## config.mk

```make
export PLATFORM = sky130hd
export DESIGN_NAME = mas_engine
export DESIGN_NICKNAME = d
export VERILOG_FILES = /design/src/multi_algorithm_sorter_assert.svh /design/src/mas_pkg.sv /design/src/mas_ram.sv /design/src/mas_engine.sv
export SDC_FILE = /design/constraint.sdc
export NUM_CORES = 2
export LEC_CHECK = 0
export ABC_CLOCK_PERIOD_IN_PS = 20600
export BUFFER_PORTS_ARGS = -buffer_cell sky130_fd_sc_hd__buf_2
export CAP_MARGIN = 20
export CELL_PAD_IN_SITES_DETAIL_PLACEMENT = 1
export CELL_PAD_IN_SITES_GLOBAL_PLACEMENT = 1
export CORE_MARGIN = 2
export CORE_UTILIZATION = 60
export CTS_CLUSTER_SIZE = 12
export DETAILED_ROUTE_END_ITERATION = 12
export PLACE_DENSITY = 0.84
export SLEW_MARGIN = 10
export SYNTH_ARGS = -nofsm -noshare
export SYNTH_HDL_FRONTEND = slang
export SYNTH_SLANG_ARGS = --single-unit
```

## constraint.sdc

```tcl
create_clock -name clock -period 20.6 [get_ports clock]
set_input_delay 2.06 -clock clock [delete_from_list [all_inputs] [get_ports clock]]
set_output_delay 2.06 -clock clock [all_outputs]
set_load 0.01 [all_outputs]
```

## src/multi_algorithm_sorter_assert.svh

```systemverilog
// ----------------------------------------------------------------------------
// multi_algorithm_sorter_assert
// assertion helpers shared by the sorter rtl
// ----------------------------------------------------------------------------
`ifndef MULTI_ALGORITHM_SORTER_ASSERT_SVH
`define MULTI_ALGORITHM_SORTER_ASSERT_SVH

// same-cycle implication
`define MAS_ASSERT_IMPL(lbl, clk, rst, ante, cons) \
   lbl: assert property (@(posedge clk) disable iff (rst) (ante) |-> (cons)) \
      else $error("sorter assertion failed");

// next-cycle implication
`define MAS_ASSERT_NEXT(lbl, clk, rst, ante, cons) \
   lbl: assert property (@(posedge clk) disable iff (rst) (ante) |=> (cons)) \
      else $error("sorter assertion failed");

`endif

```

## src/mas_pkg.sv

```systemverilog
// ----------------------------------------------------------------------------
// mas_pkg
// types, constants and helpers shared by the sorter modules
// ----------------------------------------------------------------------------
package mas_pkg;

   localparam int MAX_ELEMENTS = 64;
   localparam int VALUE_WIDTH  = 32;
   localparam int IDX_W        = $clog2(MAX_ELEMENTS);
   localparam int CNT_W        = IDX_W + 1;
   localparam int TOTAL_W      = 12;
   localparam int DEPTH_W      = 7;
   localparam int ALG_W        = 3;

   localparam logic [TOTAL_W-1:0] TOTAL_MAX = '1;

   localparam logic [ALG_W-1:0] ALG_BUBBLE    = 3'd0;
   localparam logic [ALG_W-1:0] ALG_SELECTION = 3'd1;
   localparam logic [ALG_W-1:0] ALG_INSERTION = 3'd2;
   localparam logic [ALG_W-1:0] ALG_MERGE     = 3'd3;
   localparam logic [ALG_W-1:0] ALG_QUICK     = 3'd4;
   localparam logic [ALG_W-1:0] ALG_HEAP      = 3'd5;

   typedef logic signed [VALUE_WIDTH-1:0] value_type;
   typedef logic [IDX_W-1:0]              addr_type;
   typedef logic [CNT_W-1:0]              cnt_type;
   typedef logic [TOTAL_W-1:0]            total_type;
   typedef logic [DEPTH_W-1:0]            depth_type;

   typedef struct packed {
      value_type element_value;
      logic      last_element;
   } req_payload_type;

   typedef struct packed {
      value_type sorted_value;
      addr_type  position;
      total_type comparison_count;
      total_type swap_count;
      depth_type max_depth;
      logic      overflowed;
      logic      last_result;
   } rsp_payload_type;

   typedef struct packed {
      addr_type  lo;
      addr_type  hi;
      depth_type lvl;
      logic      open;
   } frame_type;

   typedef struct packed {
      addr_type  rd_addr_a;
      addr_type  rd_addr_b;
      logic      we;
      addr_type  wr_addr;
      value_type wr_data;
   } vs_req_type;

   typedef struct packed {
      logic             start;
      cnt_type          n;
      logic [ALG_W-1:0] alg;
   } eng_cmd_type;

   typedef struct packed {
      logic      done;
      total_type cmp;
      total_type swp;
      depth_type dep;
   } eng_res_type;

   function automatic total_type sat_inc(input total_type c);
      sat_inc = (c == TOTAL_MAX) ? c : c + total_type'(1);
   endfunction

endpackage

```

## src/mas_ram.sv

```systemverilog
// ----------------------------------------------------------------------------
// mas_ram
// generic ram, one write port, two registered read ports
// ----------------------------------------------------------------------------
module mas_ram #(
   parameter int WIDTH = 32,
   parameter int DEPTH = 64
) (
   input  logic                     clock,
   input  logic                     we,
   input  logic [$clog2(DEPTH)-1:0] wa,
   input  logic [WIDTH-1:0]         wd,
   input  logic [$clog2(DEPTH)-1:0] ra_a,
   input  logic [$clog2(DEPTH)-1:0] ra_b,
   output logic [WIDTH-1:0]         rd_a,
   output logic [WIDTH-1:0]         rd_b
);

   logic [WIDTH-1:0] mem_ff [DEPTH];

   always_ff @(posedge clock) begin
      if (we) begin
         mem_ff[wa] <= wd;
      end
      rd_a <= mem_ff[ra_a];
      rd_b <= mem_ff[ra_b];
   end

endmodule

```

## src/mas_engine.sv

```systemverilog
// ----------------------------------------------------------------------------
// mas_engine
// sort sequencer: runs the chosen algorithm on the value store through
// its memory port, owns the merge scratch and range stack memories
// ----------------------------------------------------------------------------
module mas_engine import mas_pkg::*; (
   input  logic        clock,
   input  logic        reset,
   input  eng_cmd_type cmd,
   output eng_res_type res,
   output vs_req_type  vs_req,
   input  value_type   vs_rd_a,
   input  value_type   vs_rd_b
);

   typedef enum logic [5:0] {
      E_IDLE, E_DONE, E_SW1, E_SW2,
      B_TEST, B_CMP,
      S_I, S_LD, S_J, S_CMP,
      N_I, N_J, N_CMP,
      H_B, H_TOP, H_C1, H_C2, H_DEC, H_E, H_ESW, H_ES,
      Q_INIT, Q_POP, Q_FR, Q_PV, Q_J, Q_CMP, Q_LAST, Q_P1, Q_P2,
      M_INIT, M_TOP, M_FR, M_P1, M_P2,
      R_L, R_C, R_T, R_TW, R_CP, R_CW
   } state_type;

   state_type state_ff, state_in, ret_ff, ret_in;
   cnt_type n_ff, n_in, i_ff, i_in, j_ff, j_in, k_ff, k_in, t_ff, t_in;
   cnt_type m_ff, m_in, root_ff, root_in, big_ff, big_in, size_ff, size_in;
   cnt_type lo_ff, lo_in, hi_ff, hi_in, mid_ff, mid_in, sp_ff, sp_in;
   depth_type lvl_ff, lvl_in, dep_ff, dep_in;
   value_type vm_ff, vm_in, vi_ff, vi_in, va_ff, va_in, vb_ff, vb_in;
   addr_type sa_ff, sa_in, sb_ff, sb_in;
   logic tail_a_ff, tail_a_in, hext_ff, hext_in;
   total_type cmp_ff, cmp_in, swp_ff, swp_in;

   logic      scr_we, stk_we;
   addr_type  scr_wa, scr_ra, stk_wa, stk_ra;
   value_type scr_wd, scr_rd;
   frame_type stk_wd, stk_rd, fr;
   logic [CNT_W:0] heap_l, heap_r;
   addr_type  fr_mid;
   cnt_type   sp_m1;

   assign heap_l = {root_ff, 1'b1};
   assign heap_r = heap_l + (CNT_W+1)'(1);
   assign fr     = stk_rd;
   assign fr_mid = fr.lo + ((fr.hi - fr.lo) >> 1);
   assign sp_m1  = sp_ff - cnt_type'(1);

   always_comb begin
      state_in = state_ff;  ret_in  = ret_ff;   n_in    = n_ff;
      i_in     = i_ff;      j_in    = j_ff;     k_in    = k_ff;    t_in   = t_ff;
      m_in     = m_ff;      root_in = root_ff;  big_in  = big_ff;  size_in = size_ff;
      lo_in    = lo_ff;     hi_in   = hi_ff;    mid_in  = mid_ff;  sp_in  = sp_ff;
      lvl_in   = lvl_ff;    dep_in  = dep_ff;   vm_in   = vm_ff;   vi_in  = vi_ff;
      va_in    = va_ff;     vb_in   = vb_ff;    sa_in   = sa_ff;   sb_in  = sb_ff;
      tail_a_in = tail_a_ff; hext_in = hext_ff;
      cmp_in   = cmp_ff;    swp_in  = swp_ff;

      vs_req.rd_addr_a = i_ff[IDX_W-1:0];
      vs_req.rd_addr_b = j_ff[IDX_W-1:0];
      vs_req.we        = 1'b0;
      vs_req.wr_addr   = sa_ff;
      vs_req.wr_data   = vb_ff;
      scr_we = 1'b0;
      scr_wa = k_ff[IDX_W-1:0];
      scr_wd = vs_rd_a;
      scr_ra = t_ff[IDX_W-1:0];
      stk_we = 1'b0;
      stk_wa = sp_ff[IDX_W-1:0];
      stk_wd = '0;
      stk_ra = sp_m1[IDX_W-1:0];
      res.done = 1'b0;
      res.cmp  = cmp_ff;
      res.swp  = swp_ff;
      res.dep  = dep_ff;

      unique case (state_ff)
         E_IDLE: begin
            if (cmd.start) begin
               n_in   = cmd.n;
               cmp_in = '0;
               swp_in = '0;
               dep_in = '0;
               i_in   = '0;
               j_in   = '0;
               case (cmd.alg)
                  ALG_SELECTION: state_in = S_I;
                  ALG_INSERTION: begin
                     i_in     = cnt_type'(1);
                     state_in = N_I;
                  end
                  ALG_MERGE: state_in = M_INIT;
                  ALG_QUICK: begin
                     dep_in   = depth_type'(1);
                     state_in = Q_INIT;
                  end
                  ALG_HEAP: begin
                     i_in     = cmd.n >> 1;
                     hext_in  = 1'b0;
                     state_in = H_B;
                  end
                  default: state_in = B_TEST;
               endcase
            end
         end
         E_DONE: begin
            res.done = 1'b1;
            state_in = E_IDLE;
         end
         // swap writes its two values in turn on the single write port
         E_SW1: begin
            vs_req.we      = 1'b1;
            vs_req.wr_addr = sa_ff;
            vs_req.wr_data = vb_ff;
            swp_in         = sat_inc(swp_ff);
            state_in       = E_SW2;
         end
         E_SW2: begin
            vs_req.we      = 1'b1;
            vs_req.wr_addr = sb_ff;
            vs_req.wr_data = va_ff;
            state_in       = ret_ff;
         end

         B_TEST: begin
            vs_req.rd_addr_a = j_ff[IDX_W-1:0];
            vs_req.rd_addr_b = addr_type'(j_ff + cnt_type'(1));
            if (i_ff == n_ff) begin
               state_in = E_DONE;
            end else if ({1'b0, j_ff} + (CNT_W+1)'(1) < {1'b0, n_ff - i_ff}) begin
               state_in = B_CMP;
            end else begin
               i_in = i_ff + cnt_type'(1);
               j_in = '0;
            end
         end
         B_CMP: begin
            cmp_in = sat_inc(cmp_ff);
            j_in   = j_ff + cnt_type'(1);
            if (vs_rd_a > vs_rd_b) begin
               sa_in    = j_ff[IDX_W-1:0];
               sb_in    = addr_type'(j_ff + cnt_type'(1));
               va_in    = vs_rd_a;
               vb_in    = vs_rd_b;
               ret_in   = B_TEST;
               state_in = E_SW1;
            end else begin
               state_in = B_TEST;
            end
         end

         S_I: begin
            vs_req.rd_addr_a = i_ff[IDX_W-1:0];
            state_in = (i_ff == n_ff) ? E_DONE : S_LD;
         end
         S_LD: begin
            vm_in    = vs_rd_a;
            vi_in    = vs_rd_a;
            m_in     = i_ff;
            j_in     = i_ff + cnt_type'(1);
            state_in = S_J;
         end
         S_J: begin
            vs_req.rd_addr_a = j_ff[IDX_W-1:0];
            if (j_ff < n_ff) begin
               state_in = S_CMP;
            end else begin
               i_in = i_ff + cnt_type'(1);
               if (m_ff != i_ff) begin
                  sa_in    = i_ff[IDX_W-1:0];
                  vb_in    = vm_ff;
                  sb_in    = m_ff[IDX_W-1:0];
                  va_in    = vi_ff;
                  ret_in   = S_I;
                  state_in = E_SW1;
               end else begin
                  state_in = S_I;
               end
            end
         end
         S_CMP: begin
            cmp_in = sat_inc(cmp_ff);
            if (vs_rd_a < vm_ff) begin
               vm_in = vs_rd_a;
               m_in  = j_ff;
            end
            j_in     = j_ff + cnt_type'(1);
            state_in = S_J;
         end

         N_I: begin
            j_in     = i_ff;
            state_in = (i_ff >= n_ff) ? E_DONE : N_J;
         end
         N_J: begin
            vs_req.rd_addr_a = addr_type'(j_ff - cnt_type'(1));
            vs_req.rd_addr_b = j_ff[IDX_W-1:0];
            if (j_ff == '0) begin
               i_in     = i_ff + cnt_type'(1);
               state_in = N_I;
            end else begin
               state_in = N_CMP;
            end
         end
         N_CMP: begin
            cmp_in = sat_inc(cmp_ff);
            if (vs_rd_a <= vs_rd_b) begin
               i_in     = i_ff + cnt_type'(1);
               state_in = N_I;
            end else begin
               sa_in    = addr_type'(j_ff - cnt_type'(1));
               sb_in    = j_ff[IDX_W-1:0];
               va_in    = vs_rd_a;
               vb_in    = vs_rd_b;
               j_in     = j_ff - cnt_type'(1);
               ret_in   = N_J;
               state_in = E_SW1;
            end
         end

         // heap build: i counts the roots still to sift
         H_B: begin
            if (i_ff == '0) begin
               j_in     = n_ff - cnt_type'(1);
               hext_in  = 1'b1;
               state_in = H_E;
            end else begin
               root_in  = i_ff - cnt_type'(1);
               size_in  = n_ff;
               i_in     = i_ff - cnt_type'(1);
               state_in = H_TOP;
            end
         end
         H_TOP: begin
            vs_req.rd_addr_a = root_ff[IDX_W-1:0];
            vs_req.rd_addr_b = heap_l[IDX_W-1:0];
            if (heap_l < {1'b0, size_ff}) begin
               state_in = H_C1;
            end else begin
               state_in = hext_ff ? H_E : H_B;
            end
         end
         H_C1: begin
            cmp_in = sat_inc(cmp_ff);
            vi_in  = vs_rd_a;
            if (vs_rd_b > vs_rd_a) begin
               big_in = heap_l[CNT_W-1:0];
               vm_in  = vs_rd_b;
            end else begin
               big_in = root_ff;
               vm_in  = vs_rd_a;
            end
            vs_req.rd_addr_a = heap_r[IDX_W-1:0];
            state_in = (heap_r < {1'b0, size_ff}) ? H_C2 : H_DEC;
         end
         H_C2: begin
            cmp_in = sat_inc(cmp_ff);
            if (vs_rd_a > vm_ff) begin
               big_in = heap_r[CNT_W-1:0];
               vm_in  = vs_rd_a;
            end
            state_in = H_DEC;
         end
         H_DEC: begin
            if (big_ff == root_ff) begin
               state_in = hext_ff ? H_E : H_B;
            end else begin
               sa_in    = root_ff[IDX_W-1:0];
               vb_in    = vm_ff;
               sb_in    = big_ff[IDX_W-1:0];
               va_in    = vi_ff;
               root_in  = big_ff;
               ret_in   = H_TOP;
               state_in = E_SW1;
            end
         end
         H_E: begin
            vs_req.rd_addr_a = '0;
            vs_req.rd_addr_b = j_ff[IDX_W-1:0];
            state_in = (j_ff == '0) ? E_DONE : H_ESW;
         end
         H_ESW: begin
            sa_in    = '0;
            sb_in    = j_ff[IDX_W-1:0];
            va_in    = vs_rd_a;
            vb_in    = vs_rd_b;
            ret_in   = H_ES;
            state_in = E_SW1;
         end
         H_ES: begin
            root_in  = '0;
            size_in  = j_ff;
            j_in     = j_ff - cnt_type'(1);
            state_in = H_TOP;
         end

         Q_INIT: begin
            stk_wa = '0;
            stk_wd = '{lo: '0, hi: addr_type'(n_ff - cnt_type'(1)),
                       lvl: depth_type'(1), open: 1'b0};
            if (n_ff >= cnt_type'(2)) begin
               stk_we   = 1'b1;
               sp_in    = cnt_type'(1);
               state_in = Q_POP;
            end else begin
               state_in = E_DONE;
            end
         end
         Q_POP: begin
            if (sp_ff == '0) begin
               state_in = E_DONE;
            end else begin
               sp_in    = sp_m1;
               state_in = Q_FR;
            end
         end
         Q_FR: begin
            lo_in  = {1'b0, fr.lo};
            hi_in  = {1'b0, fr.hi};
            lvl_in = fr.lvl;
            i_in   = {1'b0, fr.lo};
            j_in   = {1'b0, fr.lo};
            vs_req.rd_addr_a = fr.hi;
            state_in = Q_PV;
         end
         Q_PV: begin
            vm_in    = vs_rd_a;
            state_in = Q_J;
         end
         Q_J: begin
            if (j_ff < hi_ff) begin
               vs_req.rd_addr_a = j_ff[IDX_W-1:0];
               vs_req.rd_addr_b = i_ff[IDX_W-1:0];
               state_in = Q_CMP;
            end else begin
               vs_req.rd_addr_a = i_ff[IDX_W-1:0];
               state_in = Q_LAST;
            end
         end
         Q_CMP: begin
            cmp_in = sat_inc(cmp_ff);
            j_in   = j_ff + cnt_type'(1);
            if (vs_rd_a < vm_ff) begin
               sa_in    = i_ff[IDX_W-1:0];
               vb_in    = vs_rd_a;
               sb_in    = j_ff[IDX_W-1:0];
               va_in    = vs_rd_b;
               i_in     = i_ff + cnt_type'(1);
               ret_in   = Q_J;
               state_in = E_SW1;
            end else begin
               state_in = Q_J;
            end
         end
         Q_LAST: begin
            sa_in = i_ff[IDX_W-1:0];
            vb_in = vm_ff;
            sb_in = hi_ff[IDX_W-1:0];
            va_in = vs_rd_a;
            if (lvl_ff + depth_type'(1) > dep_ff) begin
               dep_in = lvl_ff + depth_type'(1);
            end
            ret_in   = Q_P1;
            state_in = E_SW1;
         end
         // right part pushed first so the left part pops first
         Q_P1: begin
            stk_wd = '{lo: addr_type'(i_ff + cnt_type'(1)), hi: hi_ff[IDX_W-1:0],
                       lvl: lvl_ff + depth_type'(1), open: 1'b0};
            if ({1'b0, hi_ff} > {1'b0, i_ff} + (CNT_W+1)'(1)) begin
               stk_we = 1'b1;
               sp_in  = sp_ff + cnt_type'(1);
            end
            state_in = Q_P2;
         end
         Q_P2: begin
            stk_wd = '{lo: lo_ff[IDX_W-1:0], hi: addr_type'(i_ff - cnt_type'(1)),
                       lvl: lvl_ff + depth_type'(1), open: 1'b0};
            if ({1'b0, i_ff} >= {1'b0, lo_ff} + (CNT_W+1)'(2)) begin
               stk_we = 1'b1;
               sp_in  = sp_ff + cnt_type'(1);
            end
            state_in = Q_POP;
         end

         M_INIT: begin
            stk_we   = 1'b1;
            stk_wa   = '0;
            stk_wd   = '{lo: '0, hi: addr_type'(n_ff - cnt_type'(1)),
                         lvl: depth_type'(1), open: 1'b0};
            sp_in    = cnt_type'(1);
            state_in = M_TOP;
         end
         M_TOP: begin
            state_in = (sp_ff == '0) ? E_DONE : M_FR;
         end
         M_FR: begin
            lo_in  = {1'b0, fr.lo};
            hi_in  = {1'b0, fr.hi};
            lvl_in = fr.lvl;
            mid_in = {1'b0, fr_mid};
            if (!fr.open) begin
               if (fr.lvl > dep_ff) begin
                  dep_in = fr.lvl;
               end
               if (fr.lo >= fr.hi) begin
                  sp_in    = sp_m1;
                  state_in = M_TOP;
               end else begin
                  stk_we   = 1'b1;
                  stk_wa   = sp_m1[IDX_W-1:0];
                  stk_wd   = '{lo: fr.lo, hi: fr.hi, lvl: fr.lvl, open: 1'b1};
                  state_in = M_P1;
               end
            end else begin
               i_in     = {1'b0, fr.lo};
               j_in     = {1'b0, fr_mid} + cnt_type'(1);
               k_in     = '0;
               state_in = R_L;
            end
         end
         M_P1: begin
            stk_we   = 1'b1;
            stk_wa   = sp_ff[IDX_W-1:0];
            stk_wd   = '{lo: addr_type'(mid_ff + cnt_type'(1)), hi: hi_ff[IDX_W-1:0],
                         lvl: lvl_ff + depth_type'(1), open: 1'b0};
            state_in = M_P2;
         end
         M_P2: begin
            stk_we   = 1'b1;
            stk_wa   = addr_type'(sp_ff + cnt_type'(1));
            stk_wd   = '{lo: lo_ff[IDX_W-1:0], hi: mid_ff[IDX_W-1:0],
                         lvl: lvl_ff + depth_type'(1), open: 1'b0};
            sp_in    = sp_ff + cnt_type'(2);
            state_in = M_TOP;
         end

         R_L: begin
            vs_req.rd_addr_a = i_ff[IDX_W-1:0];
            vs_req.rd_addr_b = j_ff[IDX_W-1:0];
            state_in = (i_ff <= mid_ff && j_ff <= hi_ff) ? R_C : R_T;
         end
         R_C: begin
            cmp_in = sat_inc(cmp_ff);
            scr_we = 1'b1;
            if (vs_rd_a <= vs_rd_b) begin
               scr_wd = vs_rd_a;
               i_in   = i_ff + cnt_type'(1);
            end else begin
               scr_wd = vs_rd_b;
               j_in   = j_ff + cnt_type'(1);
            end
            k_in     = k_ff + cnt_type'(1);
            state_in = R_L;
         end
         R_T: begin
            if (i_ff <= mid_ff) begin
               vs_req.rd_addr_a = i_ff[IDX_W-1:0];
               tail_a_in = 1'b1;
               state_in  = R_TW;
            end else if (j_ff <= hi_ff) begin
               vs_req.rd_addr_a = j_ff[IDX_W-1:0];
               tail_a_in = 1'b0;
               state_in  = R_TW;
            end else begin
               t_in     = '0;
               state_in = R_CP;
            end
         end
         R_TW: begin
            scr_we = 1'b1;
            scr_wd = vs_rd_a;
            k_in   = k_ff + cnt_type'(1);
            if (tail_a_ff) begin
               i_in = i_ff + cnt_type'(1);
            end else begin
               j_in = j_ff + cnt_type'(1);
            end
            state_in = R_T;
         end
         R_CP: begin
            if (t_ff < k_ff) begin
               state_in = R_CW;
            end else begin
               sp_in    = sp_m1;
               state_in = M_TOP;
            end
         end
         R_CW: begin
            vs_req.we      = 1'b1;
            vs_req.wr_addr = addr_type'(lo_ff + t_ff);
            vs_req.wr_data = scr_rd;
            t_in           = t_ff + cnt_type'(1);
            state_in       = R_CP;
         end
         default: state_in = E_IDLE;
      endcase
   end

   always_ff @(posedge clock) begin
      if (reset) begin
         state_ff <= E_IDLE;
         cmp_ff   <= '0;
         swp_ff   <= '0;
         dep_ff   <= '0;
         sp_ff    <= '0;
      end else begin
         state_ff <= state_in;
         cmp_ff   <= cmp_in;
         swp_ff   <= swp_in;
         dep_ff   <= dep_in;
         sp_ff    <= sp_in;
      end
      ret_ff <= ret_in;   n_ff <= n_in;
      i_ff <= i_in;       j_ff <= j_in;       k_ff <= k_in;       t_ff <= t_in;
      m_ff <= m_in;       root_ff <= root_in; big_ff <= big_in;   size_ff <= size_in;
      lo_ff <= lo_in;     hi_ff <= hi_in;     mid_ff <= mid_in;   lvl_ff <= lvl_in;
      vm_ff <= vm_in;     vi_ff <= vi_in;     va_ff <= va_in;     vb_ff <= vb_in;
      sa_ff <= sa_in;     sb_ff <= sb_in;
      tail_a_ff <= tail_a_in;
      hext_ff   <= hext_in;
   end

   mas_ram #(.WIDTH(VALUE_WIDTH), .DEPTH(MAX_ELEMENTS)) u_scratch (
      .clock (clock),
      .we    (scr_we),
      .wa    (scr_wa),
      .wd    (scr_wd),
      .ra_a  (scr_ra),
      .ra_b  (scr_ra),
      .rd_a  (scr_rd),
      .rd_b  ()
   );

   mas_ram #(.WIDTH($bits(frame_type)), .DEPTH(MAX_ELEMENTS)) u_stack (
      .clock (clock),
      .we    (stk_we),
      .wa    (stk_wa),
      .wd    (stk_wd),
      .ra_a  (stk_ra),
      .ra_b  (stk_ra),
      .rd_a  (stk_rd),
      .rd_b  ()
   );

endmodule

```

==> Word-level counts from Yosys, hierarchy flattened <==
Memories as Yosys holds them, arrays and structs flattened. A register that Yosys moved wholly into a read port is not among the register bits.
Cells that the tools add are included.
W data, S select, Z words.
{ "word_totals": {"wordCells": 363, "out_inout_bits": 83, "input_bits": 77, "n_memories": 2, "ramBits": 3328, "register_bits": 280} }
{ "memory_table": {"columns": ["name", "words", "word_bits", "rd", "rd_ports_with_merged_regs", "wr", "line_no", "source"], "rows": [
  ["u_scratch.mem_ff", 64, 32, 1, 1, 1, "mas_ram.sv:19", "logic [WIDTH-1:0] mem_ff [DEPTH];"],
  ["u_stack.mem_ff", 64, 20, 1, 1, 1, "mas_ram.sv:19", null]
]} }
{ "classes": {"order_cmp": 20, "n_reduce_logical": 54, "mux": 153, "n_addsub": 23, "n_eq_ne": 84} }
{ "ops": {"columns": ["operator", "n"], "rows": [
  ["$mux W32", 16],
  ["$mux W7", 37],
  ["$pmux W32 S7", 1],
  ["$pmux W6 S37", 1],
  ["$pmux W32 S6", 1],
  ["$mux W6", 31],
  ["$pmux W32 S4", 1],
  ["$pmux W6 S7", 3],
  ["$pmux W20 S6", 1],
  ["$pmux W39 S3", 1],
  ["$eq A6 B5 Y1 const B", 16],
  ["$gt A32 B32 Y1", 3],
  ["$pmux W7 S12", 1],
  ["$pmux W7 S10", 1],
  ["$pmux W7 S2", 5],
  ["$ne A2 B2 Y1 const B", 31],
  ["$pmux W7 S8", 1],
  ["$eq A6 B6 Y1 const B", 9],
  ["$eq A6 B4 Y1 const B", 8],
  ["$pmux W12 S2", 2],
  ["$pmux W6 S8", 1],
  ["$add A7 B1 Y7 const B", 6],
  ["$pmux W7 S3", 2],
  ["$mux W20", 2],
  ["66 further kinds", 153]
]} }

==> Longest topological paths before layout <==
{ "logic_depth": {"ltp_word": 6, "ltp_mapped": 16, "depth_no_buf": 16} }

==> Cells and area by module <==
Synthesis repeated with hierarchy kept, for this count alone.
{ "unflattened": {"cells_unflattened": 9712, "area_unflattened_um2": 176275.3} }
{ "by_module_without_submodules": {"columns": ["module", "seq_area_each_um2", "instances", "cells_per_inst", "area_each_um2"], "rows": [
  ["mas_ram at u_scratch", 62780.2, 1, 4418, 95621.7],
  ["mas_ram at u_stack", 39237.6, 1, 2981, 59829.9],
  ["mas_engine", 7937.6, 1, 2313, 20823.7]
]} }

==> Least setup slack after synthesis <==
OpenSTA, ideal clock, no wires.
{ "synth_path": {"path_type": "input-to-reg", "from": "in vs_rd_a[7]", "to": "reg vm_ff[0], enable pin", "arrival_time_ps": 8462, "setup_time_ps": 594, "required_ps": 20006, "n_path_buf": 0, "stages": 8, "path_slack_ps": 11543, "path_cell_list": "ha_1 -> a21oi_1 -> o21ai_0 -> o2bb2ai_1 -> o41a_1 -> o22ai_1 -> nor2_1 -> a2111oi_0"} }
{ "synth_via": {"elab_chain_len": 3, "word_cells_on_any_way": 5, "cone_classes": "order compare (2); eq/ne (2); reduce/logical (1)"} }
{ "synth_rtl": {"columns": ["item", "line_no", "source"], "rows": [
  ["start, declared", "mas_engine.sv:12", "input value_type vs_rd_a,"],
  ["$gt A32 B32 Y1 / $lt A32 B32 Y1 (equally long branches)", "mas_engine.sv:260, mas_engine.sv:185", null],
  ["$ne A2 B2 Y1 (no source line)", null, null],
  ["$reduce_and A3 Y1 (no source line) (*)", null, null],
  ["end signal, assigned", "mas_engine.sv:520", "vm_ff <= vm_in; vi_ff <= vi_in; va_ff <= va_in; vb_ff <= vb_in;"],
  ["end, declared", "mas_engine.sv:32", "value_type vm_ff, vm_in, vi_ff, vi_in, va_ff, va_in, vb_ff, vb_in;"]
]} }
Every way passes the cells marked *; elsewhere a longest branch is shown, timed or not.
A chain may end at the register's enable or synchronous reset.

==> Worst setup path after layout <==
{ "layout_path": {"from": "reg u_stack.rd_a[16] (read register of u_stack.mem_ff)", "to": "mem u_stack.mem_ff[24][13] (netlist name), enable pin"} }
{ "layout_via": {"elab_chain_len": 6, "word_cells_on_any_way": 9, "cone_classes": "order compare (1); mux (8)"} }
{ "layout_rtl": {"columns": ["item", "line_no", "source"], "rows": [
  ["start, declared", "mas_ram.sv:15", "output logic [WIDTH-1:0] rd_a,"],
  ["$ge A6 B6 Y1 (*)", "mas_engine.sv:408", "if (fr.lo >= fr.hi) begin"],
  ["$mux W1", "mas_engine.sv:408", null],
  ["$mux W1", "mas_engine.sv:404", "if (!fr.open) begin"],
  ["$pmux W1 S5", "mas_engine.sv:79", "unique case (state_ff)"],
  ["$mux W1", "mas_ram.sv:22", "if (we) begin"],
  ["$mux W1 (not written as such)", "mas_ram.sv:23", "mem_ff[wa] <= wd;"],
  ["end, declared", "mas_ram.sv:19", null]
]} }
Marks and branches as above.

==> results_dict.tcl <==
set metrics [dict create \
    yosysTopAreaCell "edfxtp_1" \
    cts_root_buffer "clkbuf_16" \
    cts-resized-gates 0 \
    power_density_nw_per_um2 102.2 \
    drc 0 \
    combPwrFrac 0.115 \
    grt_pass1_wl_mm 748.6 \
    place_ws_ns 13.69 \
    synth-edff-count 3563 \
    max_slew_margin 0.1286 \
    portBuffers 159 \
    p_clk_frac 0.388 \
    fin_setup_tns_ns 0 \
    grt_pass1_vias 88140 \
    p_leak_nw 51.31 \
    tightest_slew_ns 1.304 \
    syn-num-nets 7577 \
    clock_path_buffers 4 \
    fin_skew_ns 0.1325 \
    crit_path_end_kind "flip-flop" \
    start_util 0.6035 \
    max_freq_ghz 0.1350 \
    drv_cap 0 \
    die_y_um 501.4 \
    seqPwrFrac 0.497 \
    grt_max_degree 113 \
    cp-start-kind "flip-flop" \
    synthArstFlopShare 0 \
    ant_nets 0 \
    outcome "finished, final reports clean" \
    die_w_um 501.4 \
    finalCriticalPeriod_ns 7.410 \
    p_int_mw 12.37 \
    numPlacedInstances 10560 \
    antenna_found_initial 44 \
    syn_inst 7320 \
    row_count 182 \
    hpwl_mm 276.1 \
    synth-seq-cells 3659 \
    p_switching_mw 4.592 \
    track_usage 0.4393 \
    vias 88500 \
    r2r_cells 12 \
    syn-cell-area_um2 148400 \
    rsz0062_at_grt "false" \
    gp_congestion 0.9823 \
    postCtsSetupRepairBufs 0 \
    dr.first_iter.drc_count 17480 \
    final_cell_area_um2 166000 \
    overflow 0 \
    multi_input_area_um2 38080 \
    via_per_inst 7.879 \
    totalWireLength_mm 549.7 \
    cts-htree-levels 5 \
    cts_tree "built" \
    final-instance-count-excl-fill 11230 \
    wl_per_cell_um 48.94 \
    seq_area_um2 108900 \
    min_period_over_period 0.3597 \
    cp.required_ns 21.24 \
    yosysTopAreaCellShare 0.7208 \
    final_cell_mix "3,563 x edfxtp_1, 1,072 x mux4_2, 405 x nand2_1" \
    placed_cell_area_um2 154400 \
    synth_warnings 0 \
    core_um2 245900 \
    finalSetupViolCount 0 \
    mostFrequentLayoutCell "edfxtp_1" \
    clk_latency_ns 1.04 \
    path_max_fanout 46 \
    setup_ws_ns 13.19 \
    ir_worst_vdd_mv 0.09637 \
    cts_buffers 382 \
    hold_path_class "reg -> reg" \
    ioPinCount 160 \
    nNetsFinal 8000 \
    dieArea_um2 251400 \
    hold_buffers 0 \
    ys.flop_type "edfxtp_1" \
    fill_cells 19290 \
    crit_arrival_ns 8.05 \
    clk_pin_slew_ns 0.07 \
    layout-drive-gt1-share 0.2740 \
    cts.sinks 3659 \
    ys_seq_area_frac 0.7338 \
    critPathKind "reg -> reg" \
    report.final.slew_viol_count 0 \
    dr.pass1.iters 8 \
    holdPathStages 0 \
    synth_area_leaders "edfxtp_1 72%, mux4_2 16%, ha_1 1.5%" \
    swShare 0.2706 \
    synth_cell_types 95 \
    hold_viol_final 0 \
    synth.avg_cell_area_um2 20.28 \
    area.growth.synth_to_final_pct 11.84 \
]
[area by class of cell]
cell class,count,area share
Sequential cell,3659,0.6561
Multi-Input combinational cell,3073,0.2294
Clock buffer,535,0.06239
Tap cell,3220,0.02427
Timing Repair Buffer,424,0.01907
Inverter,203,0.004590
Clock inverter,88,0.003761
Antenna cell,30,0.0004522
[critical path, cell delays in order (launching register included)]
cell      delay, ns
dfxtp_1        0.57
inv_1          0.21
ha_1           0.47
a211oi_1       0.15
o21ai_1        0.42
nand3_2        0.62
inv_2          0.82
buf_4          0.63
a211oi_2       0.18
a21oi_1        0.95
nand2_1        0.79
nor2_2         0.82
buf_4          0.38
[Yosys cell counts (37+ instances only)]
| master | count |
|---|---|
| clkbuf_1 | 212 |
| xnor2_1 | 58 |
| buf_1 | 41 |
| edfxtp_1 | 3563 |
| inv_1 | 201 |
| nor2_1 | 286 |
| nor3_1 | 39 |
| a222oi_1 | 52 |
| a31oi_1 | 37 |
| dfxtp_1 | 96 |
| o21ai_0 | 148 |
| buf_2 | 108 |
| nand2_1 | 408 |
| mux4_2 | 1072 |
| xor2_1 | 53 |
| nand3_1 | 102 |
| ha_1 | 176 |
| a22oi_1 | 91 |
| a21oi_1 | 86 |
[final timing paths]
| path | slack (ns) | startpoint | to |
|---|---|---|---|
| min reg2reg | 0.53 | u_stack.rd_a[8] | hi_ff[0] |
| min | 0.53 | u_stack.rd_a[8] | hi_ff[0] |
| max reg2reg | 13.19 | u_stack.rd_a[16] | u_stack.mem_ff[24][13] |
| max | 13.19 | u_stack.rd_a[16] | u_stack.mem_ff[24][13] |
[state kept, by name (all words and copies together) (netlist names), 12 cells and up]
| name | flops |
|---|---|
| u_scratch.mem_ff | 2048 |
| vi_ff | 32 |
| cmp_ff | 12 |
| swp_ff | 12 |
| u_stack.rd_a | 20 |
| u_scratch.rd_a | 32 |
| vm_ff | 32 |
| u_stack.mem_ff | 1280 |
| va_ff | 32 |
| vb_ff | 32 |
[cell families (layout without fill, tap and decap cells)]
kind of cell,Yosys count,count (layout),share of synthesized area
compound gates,636,636,0.03022
simple gates,1026,1026,0.03128
buf+inv,588,1250,0.01651
other cells,0,30,0
xor+xnor,112,112,0.006659
fa+ha+maj,180,180,0.01538
flops,3659,3659,0.7338
mux,1119,1119,0.1662
[power groups by stage]
stage	combinational [mW]	clock (mW)	sequential, mW
2_1_floorplan	1.03	0	8.51
3_3_place_gp	1.74	0	8.56
3_5_place_dp	1.77	0	8.57
4_1_cts	1.83	6.57	8.42
5_1_grt	2.00	6.76	8.42
6_report	1.95	6.59	8.43
[per-layer routing]
metal	global-route usage	vias to the layer above	wire length [µm]
met5	0	-	401
met4	0.2729	32	44390
met3	0.1294	2421	74920
met2	0.6782	9711	254700
met1	0.5530	45120	175300
li1	-	31210	-
[per-stage QoR]
step           power, mW  utilization  hold WS, ns
3_5_place_dp       10.34       0.6279       0.4711
4_1_cts            16.82       0.6726       0.5180
6_report           16.97       0.6750       0.5307
5_1_grt            17.19       0.6748       0.5351
2_1_floorplan      9.536            -       0.4300
3_3_place_gp       10.30       0.6275       0.4550
Note: power is estimated with default switching activity, not from simulation.
